==> src/hw/rtl/bga_pkg.sv <==
// ----------------------------------------------------------------------------
// bga_pkg
// shared types and constants of the button gesture and autorepeat unit
// ----------------------------------------------------------------------------
`default_nettype none

package bga_pkg;

   localparam int TIME_BITS_DEF = 32;
   localparam int NUM_KEYS      = 6;
   localparam int NUM_DIRS      = 4;
   localparam int CFG_BITS      = 16;

   // command codes
   localparam logic [1:0] CMD_PRESS   = 2'd0;
   localparam logic [1:0] CMD_RELEASE = 2'd1;
   localparam logic [1:0] CMD_POLL    = 2'd2;

   // key codes
   localparam logic [2:0] KEY_UP    = 3'd0;
   localparam logic [2:0] KEY_DOWN  = 3'd1;
   localparam logic [2:0] KEY_LEFT  = 3'd2;
   localparam logic [2:0] KEY_RIGHT = 3'd3;
   localparam logic [2:0] KEY_OK    = 3'd4;
   localparam logic [2:0] KEY_BACK  = 3'd5;

   // direction slots of the autorepeat state, same order as the key codes
   localparam logic [1:0] DIR_UP    = 2'd0;
   localparam logic [1:0] DIR_DOWN  = 2'd1;
   localparam logic [1:0] DIR_LEFT  = 2'd2;
   localparam logic [1:0] DIR_RIGHT = 2'd3;

   // register indexes
   localparam logic [1:0] CSR_LONG_PRESS   = 2'd0;
   localparam logic [1:0] CSR_REPEAT_DELAY = 2'd1;
   localparam logic [1:0] CSR_REPEAT_RATE  = 2'd2;

   // register reset values
   localparam logic [CFG_BITS-1:0] LONG_PRESS_RST   = 16'd300;
   localparam logic [CFG_BITS-1:0] REPEAT_DELAY_RST = 16'd260;
   localparam logic [CFG_BITS-1:0] REPEAT_RATE_RST  = 16'd110;

   // gesture flag bits
   localparam int GF_OK_CONSUMED   = 0;
   localparam int GF_OK_LONG       = 1;
   localparam int GF_BACK_CONSUMED = 2;
   localparam int GF_BACK_LONG     = 3;
   localparam int GF_CHORD         = 4;
   localparam int GF_BITS          = 5;

   typedef struct packed {
      logic [CFG_BITS-1:0] long_thresh;
      logic [CFG_BITS-1:0] first_delay;
      logic [CFG_BITS-1:0] step_period;
   } cfg_type;

   typedef struct packed {
      logic [NUM_KEYS-1:0] held;
      logic [NUM_KEYS-1:0] press_latch;
      logic [NUM_KEYS-1:0] release_latch;
   } key_bits_type;

   typedef struct packed {
      logic        exit_request;
      logic        select_action;
      logic        jump_action;
      logic        inventory_action;
      logic        place_action;
      logic        break_action;
      logic        distribute;
      logic signed [1:0] turn_step;
      logic signed [4:0] forward_step;
      logic signed [1:0] horizontal_step;
      logic signed [1:0] vertical_step;
   } result_type;

   localparam int RESULT_BITS = $bits(result_type);
   localparam int RSP_BYTES   = (RESULT_BITS + 7) / 8;

endpackage

`default_nettype wire

==> src/hw/rtl/bga_keys.sv <==
// ----------------------------------------------------------------------------
// bga_keys
// held keys, press and release latches, ok and back press times and holds
// ----------------------------------------------------------------------------
`default_nettype none

module bga_keys
   import bga_pkg::*;
#(
   parameter int TIME_BITS = TIME_BITS_DEF
) (
   input  wire logic                 clock,
   input  wire logic                 reset,
   input  wire logic                 load,
   input  wire logic [1:0]           cmd,
   input  wire logic [2:0]           key,
   input  wire logic [TIME_BITS-1:0] now,
   output key_bits_type              key_bits,
   output logic [TIME_BITS-1:0]      ok_press_time,
   output logic [TIME_BITS-1:0]      back_press_time,
   output logic [TIME_BITS-1:0]      ok_hold,
   output logic [TIME_BITS-1:0]      back_hold
);

   key_bits_type         bits_ff, bits_in;
   logic [TIME_BITS-1:0] ok_pt_ff, ok_pt_in, back_pt_ff, back_pt_in;
   logic [TIME_BITS-1:0] ok_hd_ff, ok_hd_in, back_hd_ff, back_hd_in;
   logic [NUM_KEYS-1:0]  key_mask;
   logic                 key_used;

   // only ok and back times are ever read back, so only those are kept
   always_comb begin
      key_used   = key < 3'(NUM_KEYS);
      key_mask   = key_used ? NUM_KEYS'(1) << key : '0;
      bits_in    = bits_ff;
      ok_pt_in   = ok_pt_ff;
      back_pt_in = back_pt_ff;
      ok_hd_in   = ok_hd_ff;
      back_hd_in = back_hd_ff;
      if (load) begin
         unique case (cmd)
            CMD_PRESS: begin
               bits_in.held        = bits_ff.held | key_mask;
               bits_in.press_latch = bits_ff.press_latch | key_mask;
               if (key == KEY_OK) ok_pt_in = now;
               if (key == KEY_BACK) back_pt_in = now;
            end
            CMD_RELEASE: begin
               bits_in.held          = bits_ff.held & ~key_mask;
               bits_in.release_latch = bits_ff.release_latch | key_mask;
               if (key == KEY_OK) ok_hd_in = now - ok_pt_ff;
               if (key == KEY_BACK) back_hd_in = now - back_pt_ff;
            end
            CMD_POLL: begin
               bits_in.press_latch   = '0;
               bits_in.release_latch = '0;
            end
            default: begin
            end
         endcase
      end
   end

   always_ff @(posedge clock) begin
      if (reset) begin
         bits_ff    <= '0;
         ok_pt_ff   <= '0;
         back_pt_ff <= '0;
         ok_hd_ff   <= '0;
         back_hd_ff <= '0;
      end else begin
         bits_ff    <= bits_in;
         ok_pt_ff   <= ok_pt_in;
         back_pt_ff <= back_pt_in;
         ok_hd_ff   <= ok_hd_in;
         back_hd_ff <= back_hd_in;
      end
   end

   assign key_bits        = bits_ff;
   assign ok_press_time   = ok_pt_ff;
   assign back_press_time = back_pt_ff;
   assign ok_hold         = ok_hd_ff;
   assign back_hold       = back_hd_ff;

endmodule

`default_nettype wire

==> src/hw/rtl/bga_poll.sv <==
// ----------------------------------------------------------------------------
// bga_poll
// poll classification: chord, long and short presses, direction autorepeat
// ----------------------------------------------------------------------------
`default_nettype none

module bga_poll
   import bga_pkg::*;
#(
   parameter int TIME_BITS = TIME_BITS_DEF
) (
   input  wire logic                 clock,
   input  wire logic                 reset,
   input  wire logic                 fire,
   input  wire logic                 play,
   input  wire logic [TIME_BITS-1:0] now,
   input  wire cfg_type              cfg,
   input  wire key_bits_type         key_bits,
   input  wire logic [TIME_BITS-1:0] ok_press_time,
   input  wire logic [TIME_BITS-1:0] back_press_time,
   input  wire logic [TIME_BITS-1:0] ok_hold,
   input  wire logic [TIME_BITS-1:0] back_hold,
   output result_type                result,
   output logic                      exit_latched
);

   localparam int CW = TIME_BITS + 1;

   logic [GF_BITS-1:0]   flags_ff, flags_in;
   logic [TIME_BITS-1:0] nrt_ff [NUM_DIRS];
   logic [TIME_BITS-1:0] nrt_in [NUM_DIRS];
   logic                 exit_ff, exit_in;
   logic [NUM_DIRS-1:0]  dir_fire;
   logic                 ok_held, back_held;
   logic [TIME_BITS-1:0] t_delay, t_rate;

   // wrapped difference a - b is non-negative and at least thr
   function automatic logic reached(input logic [TIME_BITS-1:0] a,
                                    input logic [TIME_BITS-1:0] b,
                                    input logic [CFG_BITS-1:0] thr);
      logic [TIME_BITS-1:0] d;
      d = a - b;
      return !d[TIME_BITS-1] && (CW'(d) >= CW'(thr));
   endfunction

   always_comb begin
      ok_held   = key_bits.held[KEY_OK];
      back_held = key_bits.held[KEY_BACK];
      t_delay   = TIME_BITS'(cfg.first_delay);
      t_rate    = TIME_BITS'(cfg.step_period);
      flags_in  = flags_ff;
      exit_in   = exit_ff;
      result    = '0;
      dir_fire  = '0;
      for (int i = 0; i < NUM_DIRS; i++) nrt_in[i] = nrt_ff[i];

      if (key_bits.press_latch[KEY_OK]) begin
         flags_in[GF_OK_CONSUMED] = 1'b0;
         flags_in[GF_OK_LONG]     = 1'b0;
      end
      if (key_bits.press_latch[KEY_BACK]) begin
         flags_in[GF_BACK_CONSUMED] = 1'b0;
         flags_in[GF_BACK_LONG]     = 1'b0;
      end

      // chord: exit latches only on the first poll that sees both held
      if (ok_held && back_held) begin
         if (!flags_in[GF_CHORD]) begin
            exit_in            = 1'b1;
            flags_in[GF_CHORD] = 1'b1;
         end
         flags_in[GF_OK_CONSUMED]   = 1'b1;
         flags_in[GF_BACK_CONSUMED] = 1'b1;
      end else if (!ok_held && !back_held) begin
         flags_in[GF_CHORD] = 1'b0;
      end
      if (ok_held && (key_bits.held[NUM_DIRS-1:0] != '0)) flags_in[GF_OK_CONSUMED] = 1'b1;

      // autorepeat for each direction, used by menu and by play with ok held
      for (int i = 0; i < NUM_DIRS; i++) begin
         if (key_bits.press_latch[i]) begin
            dir_fire[i] = 1'b1;
            nrt_in[i]   = now + t_delay;
         end else if (!key_bits.held[i]) begin
            nrt_in[i] = '0;
         end else if (nrt_ff[i] == '0) begin
            dir_fire[i] = 1'b1;
            nrt_in[i]   = now + t_delay;
         end else if (reached(now, nrt_ff[i], '0)) begin
            dir_fire[i] = 1'b1;
            nrt_in[i]   = now + t_rate;
         end
      end

      if (play) begin
         if (ok_held) begin
            if (dir_fire[DIR_DOWN]) result.vertical_step = 2'sb11;
            else if (dir_fire[DIR_UP]) result.vertical_step = 2'sb01;
            if (dir_fire[DIR_RIGHT]) result.horizontal_step = 2'sb01;
            else if (dir_fire[DIR_LEFT]) result.horizontal_step = 2'sb11;
         end else begin
            if (key_bits.held[KEY_DOWN]) result.forward_step = 5'sb11000;
            else if (key_bits.held[KEY_UP]) result.forward_step = 5'sb01000;
            if (key_bits.held[KEY_RIGHT]) result.turn_step = 2'sb11;
            else if (key_bits.held[KEY_LEFT]) result.turn_step = 2'sb01;
            for (int i = 0; i < NUM_DIRS; i++) nrt_in[i] = '0;
         end
         if (ok_held && !flags_in[GF_OK_CONSUMED] && !flags_in[GF_OK_LONG] &&
             reached(now, ok_press_time, cfg.long_thresh)) begin
            result.break_action      = 1'b1;
            flags_in[GF_OK_LONG]     = 1'b1;
            flags_in[GF_OK_CONSUMED] = 1'b1;
         end
         if (key_bits.release_latch[KEY_OK] && !flags_in[GF_OK_CONSUMED] &&
             !flags_in[GF_OK_LONG] && (CW'(ok_hold) < CW'(cfg.long_thresh)))
            result.place_action = 1'b1;
         if (back_held && !flags_in[GF_BACK_CONSUMED] && !flags_in[GF_BACK_LONG] &&
             reached(now, back_press_time, cfg.long_thresh)) begin
            result.inventory_action    = 1'b1;
            flags_in[GF_BACK_LONG]     = 1'b1;
            flags_in[GF_BACK_CONSUMED] = 1'b1;
         end
         if (key_bits.release_latch[KEY_BACK] && !flags_in[GF_BACK_CONSUMED] &&
             !flags_in[GF_BACK_LONG] && (CW'(back_hold) < CW'(cfg.long_thresh)))
            result.jump_action = 1'b1;
      end else begin
         if (dir_fire[DIR_DOWN]) result.vertical_step = 2'sb11;
         else if (dir_fire[DIR_UP]) result.vertical_step = 2'sb01;
         if (dir_fire[DIR_RIGHT]) result.horizontal_step = 2'sb01;
         else if (dir_fire[DIR_LEFT]) result.horizontal_step = 2'sb11;
         result.distribute = ok_held && (dir_fire != '0);
         result.select_action = key_bits.release_latch[KEY_OK] && !flags_in[GF_OK_CONSUMED];
         result.inventory_action = key_bits.release_latch[KEY_BACK] &&
                                   !flags_in[GF_BACK_CONSUMED];
      end
      result.exit_request = exit_in;
   end

   always_ff @(posedge clock) begin
      if (reset) begin
         flags_ff <= '0;
         exit_ff  <= 1'b0;
         for (int i = 0; i < NUM_DIRS; i++) nrt_ff[i] <= '0;
      end else if (fire) begin
         flags_ff <= flags_in;
         exit_ff  <= exit_in;
         for (int i = 0; i < NUM_DIRS; i++) nrt_ff[i] <= nrt_in[i];
      end
   end

   assign exit_latched = exit_ff;

endmodule

`default_nettype wire

==> src/hw/rtl/button_gesture_autorepeat_unit.sv <==
// ----------------------------------------------------------------------------
// button_gesture_autorepeat_unit
// six-button press classifier with long press, chord exit and autorepeat
// ----------------------------------------------------------------------------
// path: a poll's req beat is registered in the input stage, and its result then in
//   the result register that drives rsp_tvalid
// throughput: one beat per cycle; press and release beats never wait on rsp,
//   a poll waits only while the result register holds an untaken result
// reset: synchronous active high; clears key state, gesture flags, repeat
//   times and the exit latch, and loads the register reset values
`default_nettype none

module button_gesture_autorepeat_unit
   import bga_pkg::*;
#(
   parameter int TIME_BITS = TIME_BITS_DEF
) (
   input  wire logic                  clock,
   input  wire logic                  reset,
   // request channel
   input  wire logic                  req_tvalid,
   output logic                       req_tready,
   input  wire logic [39:0]           req_tdata,  // key[2:0], now_ms[31:0], play_mode, zero pad
   input  wire logic [1:0]            req_tuser,  // command
   // result channel
   output logic                       rsp_tvalid,
   input  wire logic                  rsp_tready,
   output logic [8*RSP_BYTES-1:0]     rsp_tdata,  // vertical_step[1:0], horizontal_step[1:0],
                                                  // forward_step[4:0], turn_step[1:0],
                                                  // distribute, break_action, place_action,
                                                  // inventory_action, jump_action,
                                                  // select_action, exit_request, zero pad
   // register write port
   input  wire logic                  csr_we,
   input  wire logic [1:0]            csr_index,
   input  wire logic [CFG_BITS-1:0]   csr_wdata
);

   // input stage
   logic                 in_valid_ff, in_valid_in;
   logic [1:0]           in_cmd_ff;
   logic [2:0]           in_key_ff;
   logic [TIME_BITS-1:0] in_now_ff;
   logic                 in_play_ff;

   // registers
   cfg_type              cfg_ff, cfg_in;

   // result register
   logic                 rsp_valid_ff, rsp_valid_in;
   result_type           rsp_data_ff;

   logic                 is_poll, out_free, advance, poll_fire;
   key_bits_type         key_bits;
   logic [TIME_BITS-1:0] ok_pt, back_pt, ok_hd, back_hd;
   result_type           poll_result;
   logic                 exit_latched;

   // pipeline handshake: events always drain, a poll needs room in rsp
   assign is_poll    = in_cmd_ff == CMD_POLL;
   assign out_free   = !rsp_valid_ff || rsp_tready;
   assign advance    = in_valid_ff && (!is_poll || out_free);
   assign poll_fire  = advance && is_poll;
   assign req_tready = !in_valid_ff || advance;

   always_comb begin
      in_valid_in = in_valid_ff;
      if (req_tvalid && req_tready) in_valid_in = 1'b1;
      else if (advance) in_valid_in = 1'b0;
   end

   always_comb begin
      rsp_valid_in = rsp_valid_ff;
      if (poll_fire) rsp_valid_in = 1'b1;
      else if (rsp_tready) rsp_valid_in = 1'b0;
   end

   // register decode; writes beyond the list are dropped
   always_comb begin
      cfg_in = cfg_ff;
      if (csr_we) begin
         unique case (csr_index)
            CSR_LONG_PRESS:   cfg_in.long_thresh = csr_wdata;
            CSR_REPEAT_DELAY: cfg_in.first_delay = csr_wdata;
            CSR_REPEAT_RATE:  cfg_in.step_period = csr_wdata;
            default: begin
            end
         endcase
      end
   end

   always_ff @(posedge clock) begin
      if (reset) begin
         in_valid_ff  <= 1'b0;
         rsp_valid_ff <= 1'b0;
         cfg_ff       <= '{long_thresh: LONG_PRESS_RST,
                           first_delay: REPEAT_DELAY_RST,
                           step_period: REPEAT_RATE_RST};
      end else begin
         in_valid_ff  <= in_valid_in;
         rsp_valid_ff <= rsp_valid_in;
         cfg_ff       <= cfg_in;
      end
   end

   // payload registers
   always_ff @(posedge clock) begin
      if (req_tvalid && req_tready) begin
         in_cmd_ff  <= req_tuser;
         in_key_ff  <= req_tdata[2:0];
         in_now_ff  <= req_tdata[3 +: TIME_BITS];
         in_play_ff <= req_tdata[35];
      end
      if (poll_fire) rsp_data_ff <= poll_result;
   end

   bga_keys #(
      .TIME_BITS(TIME_BITS)
   ) u_keys (
      .clock           (clock),
      .reset           (reset),
      .load            (advance),
      .cmd             (in_cmd_ff),
      .key             (in_key_ff),
      .now             (in_now_ff),
      .key_bits        (key_bits),
      .ok_press_time   (ok_pt),
      .back_press_time (back_pt),
      .ok_hold         (ok_hd),
      .back_hold       (back_hd)
   );

   bga_poll #(
      .TIME_BITS(TIME_BITS)
   ) u_poll (
      .clock           (clock),
      .reset           (reset),
      .fire            (poll_fire),
      .play            (in_play_ff),
      .now             (in_now_ff),
      .cfg             (cfg_ff),
      .key_bits        (key_bits),
      .ok_press_time   (ok_pt),
      .back_press_time (back_pt),
      .ok_hold         (ok_hd),
      .back_hold       (back_hd),
      .result          (poll_result),
      .exit_latched    (exit_latched)
   );

   assign rsp_tvalid = rsp_valid_ff;
   assign rsp_tdata  = {(8*RSP_BYTES-RESULT_BITS)'(0), rsp_data_ff};

   // a poll leaving the input stage always lands in the result register
   a_poll_lands: assert property (@(posedge clock) disable iff (reset)
      poll_fire |=> rsp_valid_ff && (rsp_data_ff == $past(poll_result)))
      else $error("poll beat did not reach the result register");

   // the exit latch never clears once set
   a_exit_sticky: assert property (@(posedge clock) disable iff (reset)
      exit_latched |=> exit_latched)
      else $error("exit latch dropped");

   // the input side only stalls behind a poll blocked by a waiting result
   a_stall_cause: assert property (@(posedge clock) disable iff (reset)
      !req_tready |-> in_valid_ff && is_poll && rsp_valid_ff && !rsp_tready)
      else $error("input stalled without a blocked poll");

   // key events passing through leave a waiting result untouched
   a_event_keeps_rsp: assert property (@(posedge clock) disable iff (reset)
      (advance && !is_poll && rsp_valid_ff && !rsp_tready) |=>
         rsp_valid_ff && $stable(rsp_data_ff))
      else $error("key event disturbed a waiting result");

endmodule

`default_nettype wire

==> config.mk <==
export PLATFORM = sky130hd
export DESIGN_NAME = button_gesture_autorepeat_unit
export DESIGN_NICKNAME = d
export VERILOG_FILES = /design/src/hw/rtl/bga_pkg.sv /design/src/hw/rtl/bga_keys.sv /design/src/hw/rtl/bga_poll.sv /design/src/hw/rtl/button_gesture_autorepeat_unit.sv
export SDC_FILE = /design/constraint.sdc
export NUM_CORES = 1
export LEC_CHECK = 0
export BUFFER_PORTS_ARGS = -buffer_cell sky130_fd_sc_hd__buf_2
export CORE_MARGIN = 5
export CORE_UTILIZATION = 50
export CTS_CLUSTER_SIZE = 24
export DETAILED_ROUTE_END_ITERATION = 12
export GPL_TIMING_DRIVEN = 0
export HOLD_SLACK_MARGIN = 0.06
export MAX_ROUTING_LAYER = met4
export PLACE_DENSITY = 0.66
export SLEW_MARGIN = 20
export SYNTH_ARGS = -nofsm -noshare
export SYNTH_HDL_FRONTEND = slang
export SYNTH_SLANG_ARGS = --single-unit
export TNS_END_PERCENT = 100
==> constraint.sdc <==
create_clock -name clock -period 5.9 [get_ports clock]
set_input_delay 1.18 -clock clock [delete_from_list [all_inputs] [get_ports clock]]
set_output_delay 1.18 -clock clock [all_outputs]
set_load 0.01 [all_outputs]
# ---- Yosys cells after proc, flatten, opt, wreduce, memory -nomap -nowiden
# Memory sizes are Yosys's and may differ from the RTL's.
# Index checks and enable logic that the tools add are counted.
dict set report classes {
  addsub 8
  order_cmp 5
  eq_ne 6
  shifts 1
  n_mux 80
  bitwise 10
  reduce_logical 68
}
# cell n
set ops {}
lappend ops {{two-way mux 32 bit} 20}
lappend ops {{two-way mux 128 bit} 2}
lappend ops {{subtractor 32 bit} 6}
lappend ops {{logical NOT 32 bit} 4}
lappend ops {{adder 32 x 16 -> 32 bit} 2}
lappend ops {{>= comparator 32 x 16 -> 1 bit} 2}
lappend ops {{< comparator 32 x 16 -> 1 bit} 2}
lappend ops {{two-way mux 1 bit} 39}
lappend ops {{case mux 6 bit (2 select lines)} 3}
lappend ops {{logical AND 1 bit} 23}
lappend ops {{two-way mux 2 bit} 10}
lappend ops {{bitwise OR 6 bit} 3}
lappend ops {{two-way mux 4 bit} 4}
lappend ops {{logical NOT 1 bit} 15}
lappend ops {{AND reduction 2 bit} 7}
lappend ops {{AND reduction 3 bit} 4}
lappend ops {{nonzero test 2 bit} 6}
lappend ops {{nonzero test 4 bit} 2}
lappend ops {{AND 6 bit} 1}
lappend ops {{== test 3 bit, second input constant} 2}
lappend ops {{two-way mux 6 bit} 1}
lappend ops {{NOT 6 bit} 1}
lappend ops {{<< shifter 1 x 3 -> 6 bit, first input constant} 1}
lappend ops {{two-way mux 5 bit} 1}
lappend ops {{9 further kinds} 17}
dict set report word_totals {
  register_bits 258
  ram_bits 128
  in_bits 65
  out_inout_bits 26
  wordCells 210
  n_memories 1
}
# name words word_bits read_ports rd_ports_with_merged_regs write_ports line_no
set memory_table {}
lappend memory_table {u_poll.nrt_ff 4 32 4 0 4 bga_poll.sv:30} ;# logic [TIME_BITS-1:0] nrt_ff [NUM_DIRS];

# ---- Depth between registers and ports, before layout
dict set report depth {
  ltp_word 14
  mapped_depth 19
  depth_no_buf 19
}

# ---- Modules after synthesis
# From an unflattened synthesis, not the netlist that was laid out.
dict set report unflattened {
  cells_unflattened 3662
  area_unflattened_um2 30322.8
}
# module instances cells_per_inst area_each_um2 seq_area_each_um2
set modules_own_cells {}
lappend modules_own_cells {bga_poll 1 2263 18048.6 3963.8}
lappend modules_own_cells {bga_keys 1 1137 8481.9 2922.8}
lappend modules_own_cells {button_gesture_autorepeat_unit 1 262 3792.4 2682.6}

# ---- Worst setup path before layout
# OpenSTA, ideal clock, no wires.
dict set report synth_timing {
  kind {input -> register}
  from {in rsp_tready}
  to {mem u_poll.nrt_ff[0][0] (netlist bit), enable pin}
  setup_ns 1.145
  arrival_time_ns 3.901
  setup_slack_ns 0.854
  stages 4
  path_buffers 0
  cell_sequence {nor2b_1 > a21boi_0 > nand2_1 > nand2_1}
}
# item line_no
set synth_lines {}
lappend synth_lines {{from (decl)} button_gesture_autorepeat_unit.sv:27} ;# input wire logic rsp_tready,
lappend synth_lines {{to (decl)} bga_poll.sv:30}

==> metrics.md <==
| Metric | Value |
|---|---|
| Hold Path Class | flip-flop to flip-flop |
| Most numerous cell in the Yosys netlist | nand2_1 |
| Placed wire-length estimate | 70.2 mm |
| XOR/XNOR share of the synthesized area | 0.0374 |
| Worst vdd ir | 0.194 mV |
| Starting Density | 0.508 |
| WL met1 | 37.7 mm |
| Post-synth ARST share | 0 |
| Routed Antenna Nets | 0 |
| Critical path class | flip-flop to flip-flop |
| Port-buffer cells | 76 |
| Fill cell count | 4,782 |
| Period minus WS final | 5.78 ns |
| Worst Hold Endpoint | u_keys.back_press_time[28] |
| Outcome | finished clean |
| Reg2reg path depth | 13 |
| Reg2Reg Setup Slack | 0.12 ns |
| FF+latch count, synth | 379 |
| Worst Path Buf+Inv | 2 |
| P_leak | 11.3 nW |
| Dpl ws | -0.123 ns |
| Number of synthesized flops with an enable pin | 181 |
| Main combinational cell family by area after synthesis | compound AO/OA/AOI/OAI gates |
| Min-delay src | u_keys.back_press_time[28] |
| DIE WIDTH | 239 um |
| Multiplexer share of the synthesized area | 0.0139 |
| CP arrival | 6.09 ns |
| Grt ovf | 0 |
| Count of cell types in the netlist | 87 |
| Cell chain of the critical path | ha_1 > and3_1 > a221o_1 > a31oi_1 > o211ai_1 > a21oi_1 > o41ai_1 > xnor2_1 > clkbuf_1 > buf_1 > a31oi_1 > a21oi_1 > a311oi_1 |
| Pre-antenna DRT Iters | 6 |
| Vias in the first global route | 23,400 |
| Vias post-DR | 24,600 |
| Nets@finish | 3,657 |
| First-pass GRT wire length | 139 mm |
| Top cell type's share of synthesized area | 0.207 |
| Least-Margin Pin Slew | 1.22 ns |
| Critical Path Stages | 13 |
| Chip Height | 239 um |
| Mapped Cells | 3,166 |
| Placed insts | 3,934 |
| CTS sink count | 379 |
| Non-Filler Instances | 4,023 |
| Worst setup margin | 0.121 ns |
| Synth area leader | edfxtp_1 |
| Adder-cell area share of the yosys netlist | 0.137 |
| Pwr dens | 247 nW/um^2 |
| Mapped Avg Cell Area | 8.28 sq um |
| RD Place Congestion | 1.01 |
| CP Launch Type | flip-flop |
| Row count | 83 |
| Total GRT Usage | 0.323 |
| DRC viols | 0 |
| Clock skew | 0.0158 ns |
| CTS Buffer Depth | 3 |
| Initial antenna violation count | 3 |
| Max_cap viols | 0 |
| Relative slew slack | 0.184 |
| Core area | 51,600 sq um |
| Top sig layer | met4 |
| Synth top area cells | edfxtp_1, dfxtp_1, ha_1 |
| Largest fanout on the critical path | 10 |
| WL met3 | 7.66 mm |
| Worst setup EP type | flip-flop |
| CTS tree | built |
| R2R Path End | u_poll.nrt_ff[2][16] |
| Most frequent cells after synthesis | nand2_1, a21oi_1, ha_1, nor2_1, inv_1 |
| Final instance area | 29,100 sq um |
| Largest net degree at the start of global routing | 54 |
| Post-Synth Simple-Gate Area | 0.189 |
| Root Buffer | clkbuf_16 |
| Vias per Instance | 6.12 |
| CP max stage cell | edfxtp_1 |
| Diode count | 0 |
| Largest delay share family, worst path | compound AO/OA/AOI/OAI gates |
| Register area share after synthesis | 0.359 |
| RSZ-0062 raised after global routing | no |
| Placed inst area | 27,600 sq um |
| Max Slew Vio Count | 0 |
| Num CTS Buffers | 44 |
| Initial DRC count | 2,767 |
| Die area | 57,100 sq um |
| Fraction of layout cells with a size suffix above 1 | 0.0643 |
| Tcrit/Tclk final | 0.979 |
| Worst path max stage delay | 0.95 ns |
| Area Growth Syn to Fin | 11.3% |
| Hold Vio Cnt, Final | 0 |
| Warnings, synthesis | 0 |
| Skew-Pair Late Insertion Delay | 0.60 ns |
| CP required | 6.21 ns |
| Top-Level Pins | 91 |
| CTS H-tree lvls | 2 |
| Highest clock rate | 0.173 GHz |
| Routed wire length | 93.0 mm |
| Reg2reg start | in_now_ff[7] |
| # setup viols final | 0 |
| Most common flop cell mapped by yosys | dfxtp_1 |
| Power consumption | 7.20 mW |
| Worst hold path depth | 2 |
| Post-CTS sizing | 0 |
| Met2 routed WL | 42.6 mm |
| Reg clk slew, reported paths | 0.06 ns |
| Synth Area in Compound Gates | 0.207 |
| Cell area after synthesis | 26,200 sq um |
| Wire length per cell | 23.1 um |
[layout by cell type, fill, tap and decap left out, types with 78 or more instances in the layout]
cell and count:
nand2_1 483, a21oi_1 364, ha_1 280, nor2_1 261, inv_1 223, dfxtp_1 198, edfxtp_1 181, o21ai_0 154
clkbuf_1 143, a21o_1 81, buf_2 78
[cell type report]
cell class	count	area, sq um	area share
timing repair buffer	88	548	0.0188
sequential	379	9400	0.322
tap	680	851	0.0292
clock buffer	53	1180	0.0403
buffer	154	622	0.0213
multi-input combinational	2414	15400	0.528
inverter	227	852	0.0292
clock inverter	28	317	0.0109
[stage by stage]
| step | TNS [ns] | hold WS, ns | utilization |
|---|---|---|---|
| CTS | 0 | 0.455 | 0.564 |
| global route | 0 | 0.471 | 0.565 |
| floorplan | 0 | 0.432 | - |
| detailed placement | -0.188 | 0.447 | 0.535 |
| finish | 0 | 0.454 | 0.565 |
| global placement | -174.55 | 0.442 | 0.532 |
[worst register-to-register path, delay by kind of cell (launching register included)]
family | cells | cell delay (ns)
compound gates | 8 | 1.90
xor+xnor | 1 | 0.83
fa+ha+maj | 1 | 0.38
buf+inv | 2 | 1.23
flops | 1 | 0.95
simple gates | 1 | 0.20
[flip-flops by register name (all words and copies together) (netlist names), named ones only]
| name | count |
|---|---|
| rsp_tvalid | 1 |
| in_cmd_ff | 2 |
| in_now_ff | 32 |
| u_keys.back_press_time | 32 |
| in_valid_ff | 1 |
| rsp_tdata | 15 |
| u_poll.nrt_ff | 128 |
| u_poll.flags_ff | 5 |
| in_play_ff | 1 |
| u_keys.back_hold | 32 |
| u_poll.exit_latched | 1 |
| u_keys.key_bits | 8 |
| u_keys.ok_hold | 32 |
| in_key_ff | 3 |
| u_keys.ok_press_time | 32 |
| cfg_ff | 48 |
[layer usage]
layer / GRT usage / vias up
met4: 0.145 / 0
met5: - / -
met1: 0.411 / 11600
met2: 0.517 / 1102
met3: 0.0405 / 271
li1: - / 11600
[timing repair]
item,4_1_cts,5_1_grt
buffers inserted,2,5
hold buffers,0,0
endpoints found under the setup margin,3,4
hold endpoints to repair,0,0
[power by group]
part	internal [mW]	switching [mW]
Sequential	2.83	0.121
Clock	1.69	1.21
Combinational	0.463	0.882
Total	4.98	2.22
[cell families after synthesis]
family / count (synthesis)
XOR/XNOR: 112
other: 1
adder cells (fa/ha/maj): 284
multiplexers: 35
flip-flops: 379
buffers and inverters: 381
AND/OR/NAND/NOR: 1097
AO/OA/AOI/OAI: 877
[worst max-delay path by stage]
| stage | endpoint | slack [ns] | start |
|---|---|---|---|
| CTS | rsp_tdata[12] | 0.07 | in_now_ff[9] |
| floorplan | u_poll.nrt_ff[0][0] | 0.85 | rsp_tready |
| finish | u_poll.nrt_ff[2][16] | 0.12 | in_now_ff[7] |
| global route | rsp_tdata[12] | 0.02 | in_now_ff[7] |
| global placement | u_poll.nrt_ff[1][5] | -1.31 | rsp_tready |
| detailed placement | rsp_tdata[12] | -0.12 | in_now_ff[12] |
(Power assumes the default switching activity.)
